File: config.mk
export PLATFORM = sky130hd
export DESIGN_NAME = sensor_frame_crc_check_decode
export DESIGN_NICKNAME = d
export VERILOG_FILES = /design/src/sfcc_pkg.sv /design/src/sensor_frame_crc_check_decode.sv /design/src/sfcc_decode.sv
export SDC_FILE = /design/constraint.sdc
export NUM_CORES = 1
export LEC_CHECK = 0
export BUFFER_PORTS_ARGS = -buffer_cell sky130_fd_sc_hd__buf_2
export CAP_MARGIN = 10
export CORE_AREA = 2 2 95 97
export DETAILED_ROUTE_END_ITERATION = 10
export DIE_AREA = 0 0 97 99
export GPL_TIMING_DRIVEN = 0
export PLACE_DENSITY = 0.88
export SYNTH_ARGS = -nofsm -noshare
export SYNTH_HDL_FRONTEND = slang
export SYNTH_SLANG_ARGS = --single-unit
File: constraint.sdc
create_clock -name clk -period 4.37 [get_ports clk]
set_input_delay 0.874 -clock clk [delete_from_list [all_inputs] [get_ports clk]]
set_output_delay 0.874 -clock clk [all_outputs]
set_load 0.01 [all_outputs]
File: src/sfcc_pkg.sv
`default_nettype none
// ----------------------------------------------------------------------------
// Sensor frame CRC check and decode: shared package
// Frame positions, CRC constants, item and result types and the byte-wide
// CRC-16 update used by the decoder.
// ----------------------------------------------------------------------------
package sfcc_pkg;

	localparam int unsigned IdxW = 4;

	// Byte positions within the eight-byte response frame.
	localparam logic [IdxW-1:0] IDX_FUNC     = 4'd0;
	localparam logic [IdxW-1:0] IDX_HUM_HI   = 4'd2;
	localparam logic [IdxW-1:0] IDX_HUM_LO   = 4'd3;
	localparam logic [IdxW-1:0] IDX_TEMP_HI  = 4'd4;
	localparam logic [IdxW-1:0] IDX_TEMP_LO  = 4'd5;
	localparam logic [IdxW-1:0] IDX_CRC_SPAN = 4'd6;
	localparam logic [IdxW-1:0] IDX_CRC_LO   = 4'd6;
	localparam logic [IdxW-1:0] IDX_CRC_HI   = 4'd7;
	localparam logic [IdxW-1:0] IDX_IDLE     = 4'd8;

	localparam logic [15:0] CRC_INIT = 16'hFFFF;
	localparam logic [15:0] CRC_POLY = 16'hA001;

	typedef struct packed {
		logic [7:0] rx_byte;
		logic       frame_start;
	} sfcc_item_t;

	typedef struct packed {
		logic              crc_ok;
		logic [15:0]       humidity_tenths;
		logic signed [15:0] temperature_tenths;
	} sfcc_result_t;

	// Modbus CRC-16, reflected, one byte shifted in LSB first.
	function automatic logic [15:0] crc16_byte(input logic [15:0] crc_in,
		input logic [7:0] data);
		logic [15:0] c;
		c = crc_in ^ {8'h00, data};
		for (int k = 0; k < 8; k++) begin
			if (c[0]) begin
				c = (c >> 1) ^ CRC_POLY;
			end else begin
				c = c >> 1;
			end
		end
		return c;
	endfunction

endpackage : sfcc_pkg
`default_nettype wire

File: src/sensor_frame_crc_check_decode.sv
`default_nettype none
// ----------------------------------------------------------------------------
// Sensor frame CRC check and decode: top level
// Input register, frame decoder and result register for eight-byte sensor
// response frames checked with a Modbus CRC-16.
// ----------------------------------------------------------------------------
// Bytes enter one item per cycle; each accepted byte is registered, processed
// by the decoder (including a full byte-wide CRC update) when it fires, and
// the eighth byte of a frame then writes one result into the output register.
// A new byte is taken while a result waits; only a frame-ending byte stalls,
// and only while the previous result still sits unread in the output register.
// ----------------------------------------------------------------------------
module sensor_frame_crc_check_decode
	import sfcc_pkg::*;
(
	input  wire logic         clk,
	input  wire logic         arst_n,
	input  wire logic         in_valid,
	output logic              in_ready,
	input  wire logic [7:0]   rx_byte,
	input  wire logic         frame_start,
	output logic              out_valid,
	input  wire logic         out_ready,
	output logic              crc_ok,
	output logic [15:0]       humidity_tenths,
	output logic signed [15:0] temperature_tenths
);

	logic         valid_s1;
	sfcc_item_t   item_s1;
	logic         out_valid_q;
	sfcc_result_t result_q;

	logic         res_valid;
	sfcc_result_t res;
	logic         out_free;
	logic         fire;

	assign out_free = !out_valid_q || out_ready;
	assign fire     = valid_s1 && (!res_valid || out_free);
	assign in_ready = !valid_s1 || fire;

	always_ff @(posedge clk or negedge arst_n) begin
		if (!arst_n) begin
			valid_s1 <= 1'b0;
		end else if (in_ready) begin
			valid_s1 <= in_valid;
		end
	end

	always_ff @(posedge clk) begin
		if (in_ready && in_valid) begin
			item_s1.rx_byte     <= rx_byte;
			item_s1.frame_start <= frame_start;
		end
	end

	sfcc_decode u_decode (
		.clk        (clk),
		.arst_n     (arst_n),
		.item_valid (valid_s1),
		.fire       (fire),
		.item       (item_s1),
		.res_valid  (res_valid),
		.res        (res)
	);

	always_ff @(posedge clk or negedge arst_n) begin
		if (!arst_n) begin
			out_valid_q <= 1'b0;
		end else if (fire && res_valid) begin
			out_valid_q <= 1'b1;
		end else if (out_ready) begin
			out_valid_q <= 1'b0;
		end
	end

	always_ff @(posedge clk) begin
		if (fire && res_valid) begin
			result_q <= res;
		end
	end

	assign out_valid          = out_valid_q;
	assign crc_ok             = result_q.crc_ok;
	assign humidity_tenths    = result_q.humidity_tenths;
	assign temperature_tenths = result_q.temperature_tenths;

	a_no_overwrite: assert property (@(posedge clk) disable iff (!arst_n)
		out_valid_q && !out_ready |-> !(fire && res_valid))
		else $error("unread result overwritten");

	a_result_held: assert property (@(posedge clk) disable iff (!arst_n)
		out_valid_q && !out_ready |=> out_valid_q && $stable(result_q))
		else $error("waiting result changed");

	a_stall_only_on_result: assert property (@(posedge clk) disable iff (!arst_n)
		valid_s1 && !fire |-> res_valid && out_valid_q && !out_ready)
		else $error("input stage stalled without cause");

endmodule : sensor_frame_crc_check_decode
`default_nettype wire

File: src/sfcc_decode.sv
`default_nettype none
// ----------------------------------------------------------------------------
// Sensor frame CRC check and decode: frame state and decode logic
// Holds the frame position, running CRC and captured words, and forms the
// result for the last byte of a frame. State advances when the item fires.
// ----------------------------------------------------------------------------
module sfcc_decode
	import sfcc_pkg::*;
(
	input  wire logic         clk,
	input  wire logic         arst_n,
	input  wire logic         item_valid,
	input  wire logic         fire,
	input  wire sfcc_item_t   item,
	output logic              res_valid,
	output sfcc_result_t      res
);

	logic [IdxW-1:0] byte_index_q;
	logic [15:0]     running_crc_q;
	logic [15:0]     humidity_word_q;
	logic [15:0]     temperature_word_q;
	logic [7:0]      crc_first_byte_q;

	logic [IdxW-1:0] idx;
	logic [15:0]     crc_base;
	logic            active;
	logic [15:0]     received;
	logic [14:0]     mag;
	logic            ok;

	always_comb begin
		if (item.frame_start) begin
			idx      = IDX_FUNC;
			crc_base = CRC_INIT;
		end else begin
			idx      = byte_index_q;
			crc_base = running_crc_q;
		end
	end

	// A byte without a start flag while idle is dropped.
	assign active    = item.frame_start || (byte_index_q < IDX_IDLE);
	assign res_valid = item_valid && active && (idx == IDX_CRC_HI);

	assign received = {item.rx_byte, crc_first_byte_q};
	assign ok       = (received == running_crc_q);
	assign mag      = temperature_word_q[14:0];

	always_comb begin
		res.crc_ok             = ok;
		res.humidity_tenths    = '0;
		res.temperature_tenths = '0;
		if (ok) begin
			res.humidity_tenths = humidity_word_q;
			if (temperature_word_q[15]) begin
				res.temperature_tenths = -$signed({1'b0, mag});
			end else begin
				res.temperature_tenths = $signed({1'b0, mag});
			end
		end
	end

	always_ff @(posedge clk or negedge arst_n) begin
		if (!arst_n) begin
			byte_index_q       <= IDX_IDLE;
			running_crc_q      <= CRC_INIT;
			humidity_word_q    <= '0;
			temperature_word_q <= '0;
			crc_first_byte_q   <= '0;
		end else if (fire && active) begin
			if (idx < IDX_CRC_SPAN) begin
				running_crc_q <= crc16_byte(crc_base, item.rx_byte);
			end else begin
				running_crc_q <= crc_base;
			end
			unique case (idx)
				IDX_HUM_HI:  humidity_word_q    <= {item.rx_byte, 8'h00};
				IDX_HUM_LO:  humidity_word_q    <= {humidity_word_q[15:8], item.rx_byte};
				IDX_TEMP_HI: temperature_word_q <= {item.rx_byte, 8'h00};
				IDX_TEMP_LO: temperature_word_q <= {temperature_word_q[15:8], item.rx_byte};
				IDX_CRC_LO:  crc_first_byte_q   <= item.rx_byte;
				default: ;
			endcase
			if (idx == IDX_CRC_HI) begin
				byte_index_q <= IDX_IDLE;
			end else begin
				byte_index_q <= idx + 4'd1;
			end
		end
	end

	a_index_range: assert property (@(posedge clk) disable iff (!arst_n)
		byte_index_q <= IDX_IDLE)
		else $error("frame position out of range");

	a_result_ends_frame: assert property (@(posedge clk) disable iff (!arst_n)
		fire && res_valid |=> byte_index_q == IDX_IDLE)
		else $error("frame did not return to idle after its result");

	a_fail_zeroes: assert property (@(posedge clk) disable iff (!arst_n)
		res_valid && !res.crc_ok |->
		res.humidity_tenths == 16'h0000 && res.temperature_tenths == 16'sh0000)
		else $error("failed frame carries nonzero values");

	a_start_no_result: assert property (@(posedge clk) disable iff (!arst_n)
		item_valid && item.frame_start |-> !res_valid)
		else $error("start byte produced a result");

endmodule : sfcc_decode
`default_nettype wire
==> Word level (Yosys, flattened, before mapping) <==
Index checks and enable logic that the tools add are counted.
{ "word_totals": {"ff_bits": 104, "inputBits": 13, "out_inout_bits": 35, "word_cells": 90} }
{ "op_classes": {"add_sub_neg": 2, "magnitude_cmp": 2, "n_eq_ne": 7, "n_mux": 31, "bitwise_logic": 11, "n_reduce_logical": 22} }
{ "ops": {"columns": ["cell", "count"], "rows": [
  ["two-way mux 16 bit", 24],
  ["one-hot mux 16 bit (2 select lines)", 2],
  ["NOT 2 -> 3 bit", 8],
  ["== test 16 bit", 1],
  ["== test 4 x 3 -> 1 bit, second input constant", 4],
  ["negation 15 -> 16 bit", 1],
  ["bitwise XOR 16 x 8 -> 16 bit", 1],
  ["two-way mux 15 bit", 1],
  ["== test 4 x 2 -> 1 bit, second input constant", 2],
  ["two-way mux 4 bit", 2],
  ["AND reduction 2 bit", 4],
  ["logical AND 1 bit", 6],
  ["AND reduction 3 bit", 2],
  ["nonzero test 2 bit", 3],
  ["adder 4 x 1 -> 4 bit, second input constant", 1],
  ["logical OR 1 bit", 4],
  ["< comparator 4 x 3 -> 1 bit, second input constant", 1],
  ["< comparator 4 bit, second input constant", 1],
  ["logical NOT 1 bit", 3],
  ["two-way mux 1 bit", 2],
  ["NOT 1 bit", 2]
]} }

==> Logic depth before layout (Yosys ltp) <==
Gate-level depths: netlist (run 1).
{ "depth": {"ltp_word": 36, "depth_mapped": 14} }

==> Hierarchy <==
From an unflattened synthesis (run 1), not the netlist that was laid out.
{ "hier_totals": {"cells_unflattened": 414, "area_unflattened_um2": 4911.0} }
{ "modules_own_cells": {"columns": ["mod", "n_inst", "cells_each", "area_each_um2"], "rows": [
  ["sfcc_decode", 1, 362, 3543.4],
  ["sensor_frame_crc_check_decode", 1, 52, 1367.6]
]} }

==> Least setup slack after synthesis (run 1) <==
OpenSTA, ideal clock, no wires.
{ "synth_timing": {"path_kind": "reg2reg", "start": "register item_s1[0] (netlist bit)", "end": "register result_q, in the netlist crc_ok (enable)", "arrival_ns": 3.352, "t_required_ns": 3.947, "slack_ns": 0.594, "stages_incl_launch_ff": 10, "n_path_buf": 3, "period_less_slack_ns": 3.776, "cell_sequence": "edfxtp_1 > buf_6 > clkbuf_1 > clkbuf_1 > nand2b_1 > inv_1 > ha_1 > nand4b_1 > or2_2 > nor2_1"} }
{ "synth_via": {"elab_chain_len": 7, "word_cells_on_any_way": 9, "cone_classes": "1 x eq/ne; 1 x mux; 7 x reduce/logical"} }
{ "synth_rtl": {"columns": ["element", "line", "text"], "rows": [
  ["start, declared", "sensor_frame_crc_check_decode.sv:30", "sfcc_item_t item_s1;"],
  ["two-way mux 4 bit / logical OR 1 bit (equally long branches)", "sfcc_decode.sv:33, sfcc_decode.sv:43", null],
  ["== test 4 x 3 -> 1 bit / logical AND 1 bit (equally long branches)", "sfcc_decode.sv:44", "assign res_valid = item_valid && active && (idx == IDX_CRC_HI);"],
  ["logical AND 1 bit (*)", "sfcc_decode.sv:44", null],
  ["logical NOT 1 bit", "sensor_frame_crc_check_decode.sv:40", "assign fire = valid_s1 && (!res_valid || out_free);"],
  ["logical OR 1 bit", "sensor_frame_crc_check_decode.sv:40", null],
  ["logical AND 1 bit", "sensor_frame_crc_check_decode.sv:40", null],
  ["logical AND 1 bit (*)", "sensor_frame_crc_check_decode.sv:79", "if (fire && res_valid) begin"],
  ["end signal, assigned", "sensor_frame_crc_check_decode.sv:80", "result_q <= res;"],
  ["end, declared", "sensor_frame_crc_check_decode.sv:32", "sfcc_result_t result_q;"]
]} }
Every way passes the cells marked *; elsewhere a longest branch is shown, timed or not.
A chain may end at the register's enable or synchronous reset.

==> Final worst setup path (run 1) <==
{ "layout_timing": {"start": "register item_s1[0] (netlist bit)", "end": "output port in_ready"} }
{ "layout_via": {"elab_chain_len": 7, "word_cells_on_any_way": 9, "cone_classes": "1 x eq/ne; 1 x mux; 7 x reduce/logical"} }
{ "layout_rtl": {"columns": ["element", "line", "text"], "rows": [
  ["two-way mux 4 bit / logical OR 1 bit (equally long branches)", "sfcc_decode.sv:33, sfcc_decode.sv:43", null],
  ["== test 4 x 3 -> 1 bit / logical AND 1 bit (equally long branches)", "sfcc_decode.sv:44", null],
  ["logical AND 1 bit (*)", "sfcc_decode.sv:44", null],
  ["logical NOT 1 bit (*)", "sensor_frame_crc_check_decode.sv:40", null],
  ["logical OR 1 bit (*)", "sensor_frame_crc_check_decode.sv:40", null],
  ["logical AND 1 bit (*)", "sensor_frame_crc_check_decode.sv:40", null],
  ["logical OR 1 bit (*)", "sensor_frame_crc_check_decode.sv:41", "assign in_ready = !valid_s1 || fire;"],
  ["end, declared", "sensor_frame_crc_check_decode.sv:19", "output logic in_ready,"]
]} }
Marked as above.

==> results_dict.tcl, run 1 <==
set metrics [dict create \
    clockRootBuffer "clkbuf_8" \
    grt_overflow 0 \
    n_antenna_cell 0 \
    rsz0062_at_grt "no" \
    dr.pass1.iters 4 \
    crit_type "register to primary output" \
    critPathLaunchType "register" \
    post_cts_buffers 0 \
    fin_crit_sh 0.9095 \
    hold_path.class "register to register" \
    setup_viol 0 \
    core-area_sq_mm 0.008551 \
    yosys.area.top_type "edfxtp_1" \
    fin_crit_ns 3.974 \
    dieArea_sq_mm 0.009603 \
    dpl_worst_slack_ns 0.8003 \
    grt_max_degree 36 \
    synth_top_area_frac 0.2579 \
    final_nets 454 \
    drc_errors 0 \
    die_h_um 99 \
    wire_per_inst_um 16.81 \
    syn_avg_cell_area_sq_um 13.00 \
    drive_gt1_frac 0.3016 \
    tightest_slew_ns 0.9054 \
    p_per_area_mw_per_mm2 546.2 \
    syn-cell-area_sq_mm 0.004890 \
    syn_to_final_growth_pct 12.10 \
    numPortBuffers 47 \
    cts_resized 0 \
    drtIter0Drc 200 \
    crit_required_ns 3.50 \
    ys.flop_type "dfrtp_1" \
    synth_most_common_cell "xnor2_1" \
    pin_count 48 \
    synth_area_leaders "edfxtp_1 (26%), dfrtp_1 (23%), xnor2_1 (9.3%)" \
    synthDistinctLibCells 50 \
    synth_common_cells "xnor2_1 (52), dfrtp_1 (45), edfxtp_1 (42), and2_1 (32), nor2_1 (29)" \
    synth_edf_count 42 \
    antenna_found_initial 0 \
    fillers 629 \
    cap_violations 0 \
    grt_first_pass_wirelength_mm 15.39 \
    max_freq_mhz 251.6 \
    power.leakage_uw 0.002211 \
    hold_violations 0 \
    irDropWorstVdd_mv 0.4389 \
    syn_inst 376 \
    relSlewSlack 0.3950 \
    status "complete, no violations" \
    cts_tree "yes" \
    cp_data_arrival_time_ns 3.10 \
    gr-usage-all-layers 0.2056 \
    die_w_um 97 \
    cts_hold_buf 0 \
    syn-num-nets 394 \
    setup_slack_ns 0.3955 \
    clk_path_buf_depth 2 \
    wirelength_mm 9.228 \
    path_clk_slew_ns 0.10 \
    endpoint_kind "primary output" \
    h-tree-depth 3 \
    initial_core_util 0.5718 \
    seq_area_frac_synth 0.5796 \
    grt_pass1_vias 3108 \
    dp_hpwl_mm 6.330 \
    clk_latency_ns 0.38 \
    skew_ns 0.01260 \
    synth-seq-cells 104 \
    finalInstanceArea_sq_mm 0.005482 \
    placed_area_sq_mm 0.005288 \
    yosysWarnings 0 \
    async_flop_share 0.5962 \
    clkSinkCount 104 \
    cts_buffers 9 \
    fin_hold_ws_ns 0.5052 \
    detail_route.vias_per_cell 5.514 \
    finalMaxSlewViolations 0 \
    ant_nets 0 \
    row_count 34 \
    num_vias 3027 \
    worst-path-max-fanout 10 \
    gp_congestion 0.8697 \
]
-- cells in the final DEF, fill, tap and decap left out, types with 5 or more instances in the layout --
cell type  Yosys  layout
nor2_1        29      28
a21oi_1       12      12
buf_2          5      52
dfrtp_1       45      45
ha_1           5       5
o21ai_0        6       6
mux2_2        28      28
edfxtp_1      42      42
xnor2_1       52      52
a22o_1        16      16
dfstp_2       17      17
clkbuf_8       0      10
inv_1          8       8
and2_1        32      32
clkbuf_1       9       9
nand2_1        7       7
-- per-stage QoR --
step | std cells | power, uW | TNS, ns | util
finish | 549 | 2994 | 0 | 0.6411
global route | 549 | 3163 | 0 | 0.6411
CTS | 548 | 3000 | 0 | 0.6405
detailed placement | 532 | 2423 | 0 | 0.6184
global placement | 531 | 2365 | -6.105 | 0.6152
floorplan | 376 | 2220 | 0 | -
-- where the power goes --
part | internal [uW] | switching [uW] | leakage, uW
combinational | 524 | 406 | 0.000998
sequential | 1280 | 210 | 0.00113
clock | 229 | 347 | 0.0000870
total | 2030 | 963 | 0.00221
-- layout make-up --
type	count	area, sq um	share of cell area
inverters	8	30.03	0.005478
multi-input cells	242	1903	0.3472
clock buffers	10	137.6	0.02511
plain buffers	22	130.1	0.02374
well taps	108	135.1	0.02465
repair buffers	49	260.3	0.04748
flip-flops and latches	104	2834	0.5170
clock inverters	6	51.30	0.009359
-- state kept, by name, indices dropped and copies added, names as in the netlist --
signal and cells:
humidity_tenths 16, u_decode.humidity_word_q 16, out_valid 1, u_decode.temperature_word_q 16
item_s1 9, u_decode.running_crc_q 16, crc_ok 1, u_decode.byte_index_q 4
valid_s1 1, u_decode.crc_first_byte_q 8, temperature_tenths 16
-- path summary, 6_finish.rpt --
kind | slack [ns] | end | startpoint | cells past startpoint
min in group asynchronous | 0.57 | out_valid | arst_n | 1
max in group asynchronous | 3.13 | u_decode.running_crc_q[13] | arst_n | 2
max | 0.40 | in_ready | item_s1[0] | 9
min | 0.51 | u_decode.humidity_word_q[10] | u_decode.humidity_word_q[10] | 1
max reg2reg | 0.78 | temperature_tenths[0] | item_s1[0] | 9
min reg2reg | 0.51 | u_decode.humidity_word_q[10] | u_decode.humidity_word_q[10] | 1
-- critical path: stages (launching register included) --
cell and delay, ns:
edfxtp_1 0.47, buf_6 0.18, clkbuf_1 0.25, clkbuf_1 0.33, nand2b_1 0.26, inv_1 0.10
ha_1 0.31, nand4b_1 0.22, or3_4 0.44, buf_2 0.15
-- cells by family (layout without fill, tap and decap cells) --
kind of cell             count (synthesis)  in the layout  share of synthesized area
AND/OR/NAND/NOR                         96             96                     0.1095
XOR/XNOR                                58             58                     0.1164
adder cells (fa/ha/maj)                  5              5                    0.01279
multiplexers                            33             33                    0.07677
flip-flops                             104            104                     0.5796
AO/OA/AOI/OAI                           50             50                    0.07216
buffers and inverters                   30             95                    0.03275
-- per-layer routing --
metal / vias up / part of all wire / track usage
li1: 1428 / - / -
met1: 1470 / 0.42 / 0.2682
met2: 112 / 0.48 / 0.3248
met3: 17 / 0.071 / 0.04610
met4: 0 / 0.020 / 0.1094
met5: - / 0 / 0
Power figures use the tool's default switching activity.
==> inputs of run 2 (changes only) <==
- ABC_AREA: unset -> 1
- CORE_AREA: 2 2 95 97 -> 2 2 97 99
- DIE_AREA: 0 0 97 99 -> 0 0 99 101
==> run 2 against run 1 <==
Register-to-register slack gained 0.59 ns. Synthesized cell count grew 52%. Design area grew 4.3%. Sequential share of layout area shrank 2.1 points. Cell count is 36% higher. Fmax increased by 15%. Non-clock buffer count is 9 lower. Flip-flop and latch count unchanged. Critical path depth rose by 1. Critical endpoint unchanged.
==> results_dict.tcl, run 2 <==
set metrics [dict create \
    status "complete, no violations" \
    power.total_uw 2759 \
    gr-usage-all-layers 0.2502 \
    tightest_slew_ns 0.8140 \
    cap_violations 0 \
    dr.pass1.iters 5 \
    ant_nets 0 \
    crit_type "register to primary output" \
    syn_to_final_growth_pct 11.85 \
    crit_path_max_incr_delay_ns 0.51 \
    grt_pass1_vias 4253 \
    cts_hold_buf 0 \
    dpl_worst_slack_ns 1.305 \
    drc_errors 0 \
    yosysWarnings 0 \
    detail_route.vias_per_cell 5.616 \
    tns_ns 0 \
    relSlewSlack 0.4553 \
    path_buf_inv 5 \
    power_frac_seq 0.504 \
    clkSinkCount 104 \
    rr_worst_depth 9 \
    syn-num-nets 589 \
    core-area_sq_mm 0.008977 \
    initial_core_util 0.5693 \
    irDropWorstVdd_mv 0.2089 \
    die_w_um 99 \
    gp_congestion 0.9423 \
    clk_path_buf_depth 2 \
    cts_resized 0 \
    synthDistinctLibCells 40 \
    crit_top_cell "buf_2" \
    slowest_stage "edfxtp_1" \
    cts_tree "yes" \
    grt_first_pass_wirelength_mm 19.69 \
    grt_overflow 0 \
    synth-seq-cells 104 \
    p_comb_frac 0.276 \
    num_vias 4195 \
    rsz0062_at_grt "no" \
    fin_crit_sh 0.7937 \
    dieArea_sq_mm 0.009999 \
    crit_required_ns 3.50 \
    skew_ns 0.01169 \
    syn_inst 571 \
    synth_area_leaders "edfxtp_1 (25%), dfrtp_1 (22%), nand2_1 (11%)" \
    wirelength_mm 11.59 \
    die_h_um 101 \
    fin_hold_ws_ns 0.5053 \
    cp_data_arrival_time_ns 2.59 \
    finalMaxSlewViolations 0 \
    synth_edf_count 42 \
    syn_avg_cell_area_sq_um 8.951 \
    p_clk_frac 0.220 \
    worst-path-max-fanout 10 \
    synth_top_area_frac 0.2468 \
    clockRootBuffer "clkbuf_8" \
    syn-cell-area_sq_mm 0.005111 \
    antenna_found_initial 0 \
    final_nets 649 \
    async_flop_share 0.5962 \
    synth_common_cells "nand2_1 (143), inv_1 (76), nor2_1 (56), o21ai_0 (48), dfrtp_1 (45)" \
    synth_most_common_cell "nand2_1" \
    layout_common_cells "nand2_1 (143), inv_1 (76), nor2_1 (55), buf_2 (49), o21ai_0 (48)" \
    cp_top_family "buffers and inverters" \
    power.leakage_uw 0.002579 \
    yosys.area.top_type "edfxtp_1" \
    fin_crit_ns 3.468 \
    layout_commonest_cell "nand2_1" \
    h-tree-depth 3 \
    endpoint_kind "primary output" \
    p_int_uw 1778 \
    ys.flop_type "dfrtp_1" \
    dp_hpwl_mm 8.392 \
    p_per_area_mw_per_mm2 482.5 \
    path_clk_slew_ns 0.10 \
    clk_latency_ns 0.37 \
    drive_gt1_frac 0.1792 \
    cts_buffers 9 \
    seq_area_frac_synth 0.5545 \
    crit_chain "buf_4, buf_2, nor2_1, ha_1, inv_1, nor2_2, nand2_2, nor2_4, inv_4, buf_2" \
    setup_viol 0 \
    setup_slack_ns 0.9017 \
    wire_per_inst_um 15.52 \
    grt_max_degree 39 \
    numPortBuffers 47 \
    critPathLaunchType "register" \
    swShare 0.3554 \
    pin_count 48 \
    max_freq_mhz 288.3 \
    post_cts_buffers 0 \
    n_antenna_cell 0 \
    row_count 35 \
    hold_path.class "primary input to asynchronous set/reset pin" \
    drtIter0Drc 307 \
    power_switching_uw 980.4 \
    worst-path-stages 10 \
    hold_violations 0 \
]
==> run 2: layout make-up <==
cell class                      instances  area (sq um)
Buffer                                 13         92.59
Clock buffer                           10         127.6
Clock inverter                          6         66.31
Fill cell                             694          3261
Inverter                               81         311.5
Multi-Input combinational cell        373          1876
Sequential cell                       104          2834
Tap cell                              111         138.9
Timing Repair Buffer                   49         270.3
==> run 2: worst paths after layout <==
| check | startpoint | endpoint | slack [ns] |
|---|---|---|---|
| worst max register to register | item_s1[0] | humidity_tenths[15] | 1.37 |
| max in group asynchronous | arst_n | u_decode.running_crc_q[0] | 3.20 |
| worst min-delay path | arst_n | u_decode.temperature_word_q[9] | 0.51 |
| worst max-delay path | item_s1[0] | in_ready | 0.90 |
| worst min register to register | u_decode.running_crc_q[7] | u_decode.running_crc_q[7] | 0.51 |
| min in group clk | u_decode.running_crc_q[7] | u_decode.running_crc_q[7] | 0.51 |
==> run 2: routing by layer <==
| metal | wire length, um | GRT usage | part of all wire | vias to the layer above |
|---|---|---|---|---|
| li1 | - | - | - | 1987 |
| met1 | 4839 | 0.3131 | 0.42 | 1978 |
| met2 | 5520 | 0.4200 | 0.48 | 189 |
| met3 | 846 | 0.04300 | 0.073 | 41 |
| met4 | 384 | 0.1286 | 0.033 | 0 |
| met5 | 0 | 0 | 0 | - |
==> run 2: cell families after synthesis <==
kind of cell,share of synthesized area
adder cells (fa/ha/maj),0.01224
AND/OR/NAND/NOR,0.2108
flip-flops,0.5545
buffers and inverters,0.07907
XOR/XNOR,0.02228
AO/OA/AOI/OAI,0.1212
==> run 2: power groups by stage <==
stage / Clock (uW) / Combinational (uW) / Sequential (uW)
after floorplan: 0 / 576 / 1360
after global placement: 0 / 697 / 1390
after detailed placement: 0 / 747 / 1400
after CTS: 606 / 755 / 1380
after global routing: 649 / 877 / 1410
final: 608 / 761 / 1390
==> run 2: per-stage QoR <==
step / cell area [sq um] / utilization / std cells
after floorplan: 5111 / - / 571
after global placement: 5485 / 0.6110 / 729
after detailed placement: 5523 / 0.6152 / 731
after CTS: 5717 / 0.6368 / 747
after global routing: 5717 / 0.6368 / 747
final: 5717 / 0.6368 / 747
==> inputs of run 3 (changes only) <==
- CORE_AREA: 2 2 97 99 -> 2 2 101 103
- DIE_AREA: 0 0 99 101 -> 0 0 103 105
- PLACE_DENSITY: 0.88 -> 0.86
- clock period: 4.37 -> 2.92 ns (I/O delays scaled with it)
==> run 3 against run 2 <==
Flip-flop and latch count did not move. Design area grew 1.1%. Die area grew 8.2%. Via count is 1.8% lower. Critical endpoint unchanged. First-iteration DRC count up 0.33%.
==> results_dict.tcl, run 3 (synthesis results as in run 2) <==
set metrics [dict create \
    path_buf_inv 6 \
    r2r_end "humidity_tenths[1]" \
    endpoint_kind "primary output" \
    max_freq_mhz 358.9 \
    grt_first_pass_wirelength_mm 18.53 \
    drtIter0Drc 308 \
    power.leakage_uw 0.002591 \
    fin_crit_sh 0.9542 \
    relSlewSlack 0.4345 \
    use_met1 0.2861 \
    cap_violations 0 \
    worst-path-max-fanout 5 \
    crit_type "register to primary output" \
    hold_path.class "primary input to asynchronous set/reset pin" \
    dr.pass1.iters 5 \
    numPortBuffers 47 \
    finalMaxSlewViolations 0 \
    stdcell_count 772 \
    setup_slack_ns 0.1337 \
    cp_top_family "simple AND/OR/NAND/NOR gates" \
    clockRootBuffer "clkbuf_8" \
    status "complete, no violations" \
    pin_count 48 \
    skew_ns 0.01544 \
    setup_viol 0 \
    tns_ns 0 \
    dp_hpwl_mm 8.078 \
    n_antenna_cell 0 \
    crit_end "in_ready" \
    detail_route.vias_per_cell 5.338 \
    initial_core_util 0.5302 \
    grt_pass1_vias 3921 \
    final_nets 652 \
    slowest_stage "edfxtp_1" \
    cp_data_arrival_time_ns 2.20 \
    layout_common_cells "nand2_1 (143), inv_1 (75), nor2_1 (54), o21ai_0 (48), buf_2 (48)" \
    drc_errors 0 \
    ant_nets 0 \
    fin_crit_ns 2.786 \
    layout_commonest_cell "nand2_1" \
    crit_required_ns 2.34 \
    grt_max_degree 44 \
    crit_start "item_s1[0]" \
    dieArea_sq_mm 0.01082 \
    gr-usage-all-layers 0.2201 \
    syn_to_final_growth_pct 13.02 \
    p_per_area_mw_per_mm2 703.1 \
    clkSinkCount 104 \
    rsz0062_at_grt "no" \
    cts_hold_buf 0 \
    drive_gt1_frac 0.1894 \
    fin_hold_ws_ns 0.1732 \
    path_clk_slew_ns 0.10 \
    num_vias 4121 \
    core-area_sq_mm 0.009639 \
    tightest_slew_ns 0.8451 \
    crit_path_max_incr_delay_ns 0.47 \
    grt_most_used_layer "met2" \
    clk_path_buf_depth 2 \
    ff2ff_setup_slack_ns 0.37 \
    dp.cells 753 \
    postLayoutCoreUtil 0.5993 \
    irDropWorstVdd_mv 0.3341 \
    dpl_worst_slack_ns -0.04145 \
    worst-path-stages 11 \
    crit_top_cell "nor2_4" \
    r2r_start "item_s1[0]" \
    crit_chain "buf_4, buf_4, nor2_4, inv_4, nor2_4, inv_2, nor2_2, nand2_2, nor2_4, inv_4, buf_2" \
    die_h_um 105 \
    grt_util_met2 0.3525 \
    critPathLaunchType "register" \
    cts_tree "yes" \
    row_count 36 \
    antenna_found_initial 0 \
    grt_overflow 0 \
    clk_latency_ns 0.38 \
    wire_per_inst_um 14.33 \
    h-tree-depth 3 \
    rr_worst_depth 10 \
    die_w_um 103 \
    hold_violations 0 \
    cts_buffers 9 \
    grt_use_met3 0.05017 \
    gp_congestion 0.9738 \
    wirelength_mm 11.07 \
]
## run 3: where the power goes
group	internal, uW	total [uW]	leakage (uW)	switching (uW)
Clock	324	843	0.0000890	519
Combinational	412	1150	0.00135	737
Sequential	1860	2070	0.00115	214
Total	2590	4060	0.00259	1470
## run 3: stage by stage
step	instance area, sq um	total power (uW)
after global routing	5777	4337
after floorplan	5114	2894
after global placement	5515	3120
final	5777	4062
after CTS	5759	4039
after detailed placement	5550	3208
## run 3: routing by layer
metal,wire (um),vias up
met3,836,28
met2,5334,187
met1,4648,1903
met5,0,-
li1,-,2003
met4,246,0
## run 3: worst min-delay path by stage
stage                                   endpoint  slack, ns  cells after the start
floorplan                              out_valid       0.29                      0
global placement        u_decode.byte_index_q[0]       0.47                      2
detailed placement  u_decode.humidity_word_q[12]       0.48                      2
CTS                                     valid_s1       0.19                      1
global route                            valid_s1       0.19                      1
finish                                  valid_s1       0.17                      1
## run 3: final cells by class
| type | count | area [sq um] |
|---|---|---|
| clock buffers | 10 | 127.6 |
| fillers | 776 | 3862 |
| clock inverters | 6 | 53.80 |
| multi-input cells | 373 | 1896 |
| flip-flops and latches | 104 | 2834 |
| inverters | 81 | 311.5 |
| plain buffers | 12 | 87.58 |
| repair buffers | 53 | 300.3 |
| well taps | 133 | 166.4 |
## run 3: timing repair
action                     CTS  global route
pin swaps                    0             1
setup buffers                1             3
hold endpoints to repair     0             0
gates resized for setup      4             1
setup endpoints to repair   24             1
## run 3: worst reg2reg max path, delay by kind of cell (launching register included)
kind | cells | cell delay (ns)
buf+inv | 5 | 0.74
simple gates | 5 | 1.06
flops | 1 | 0.47
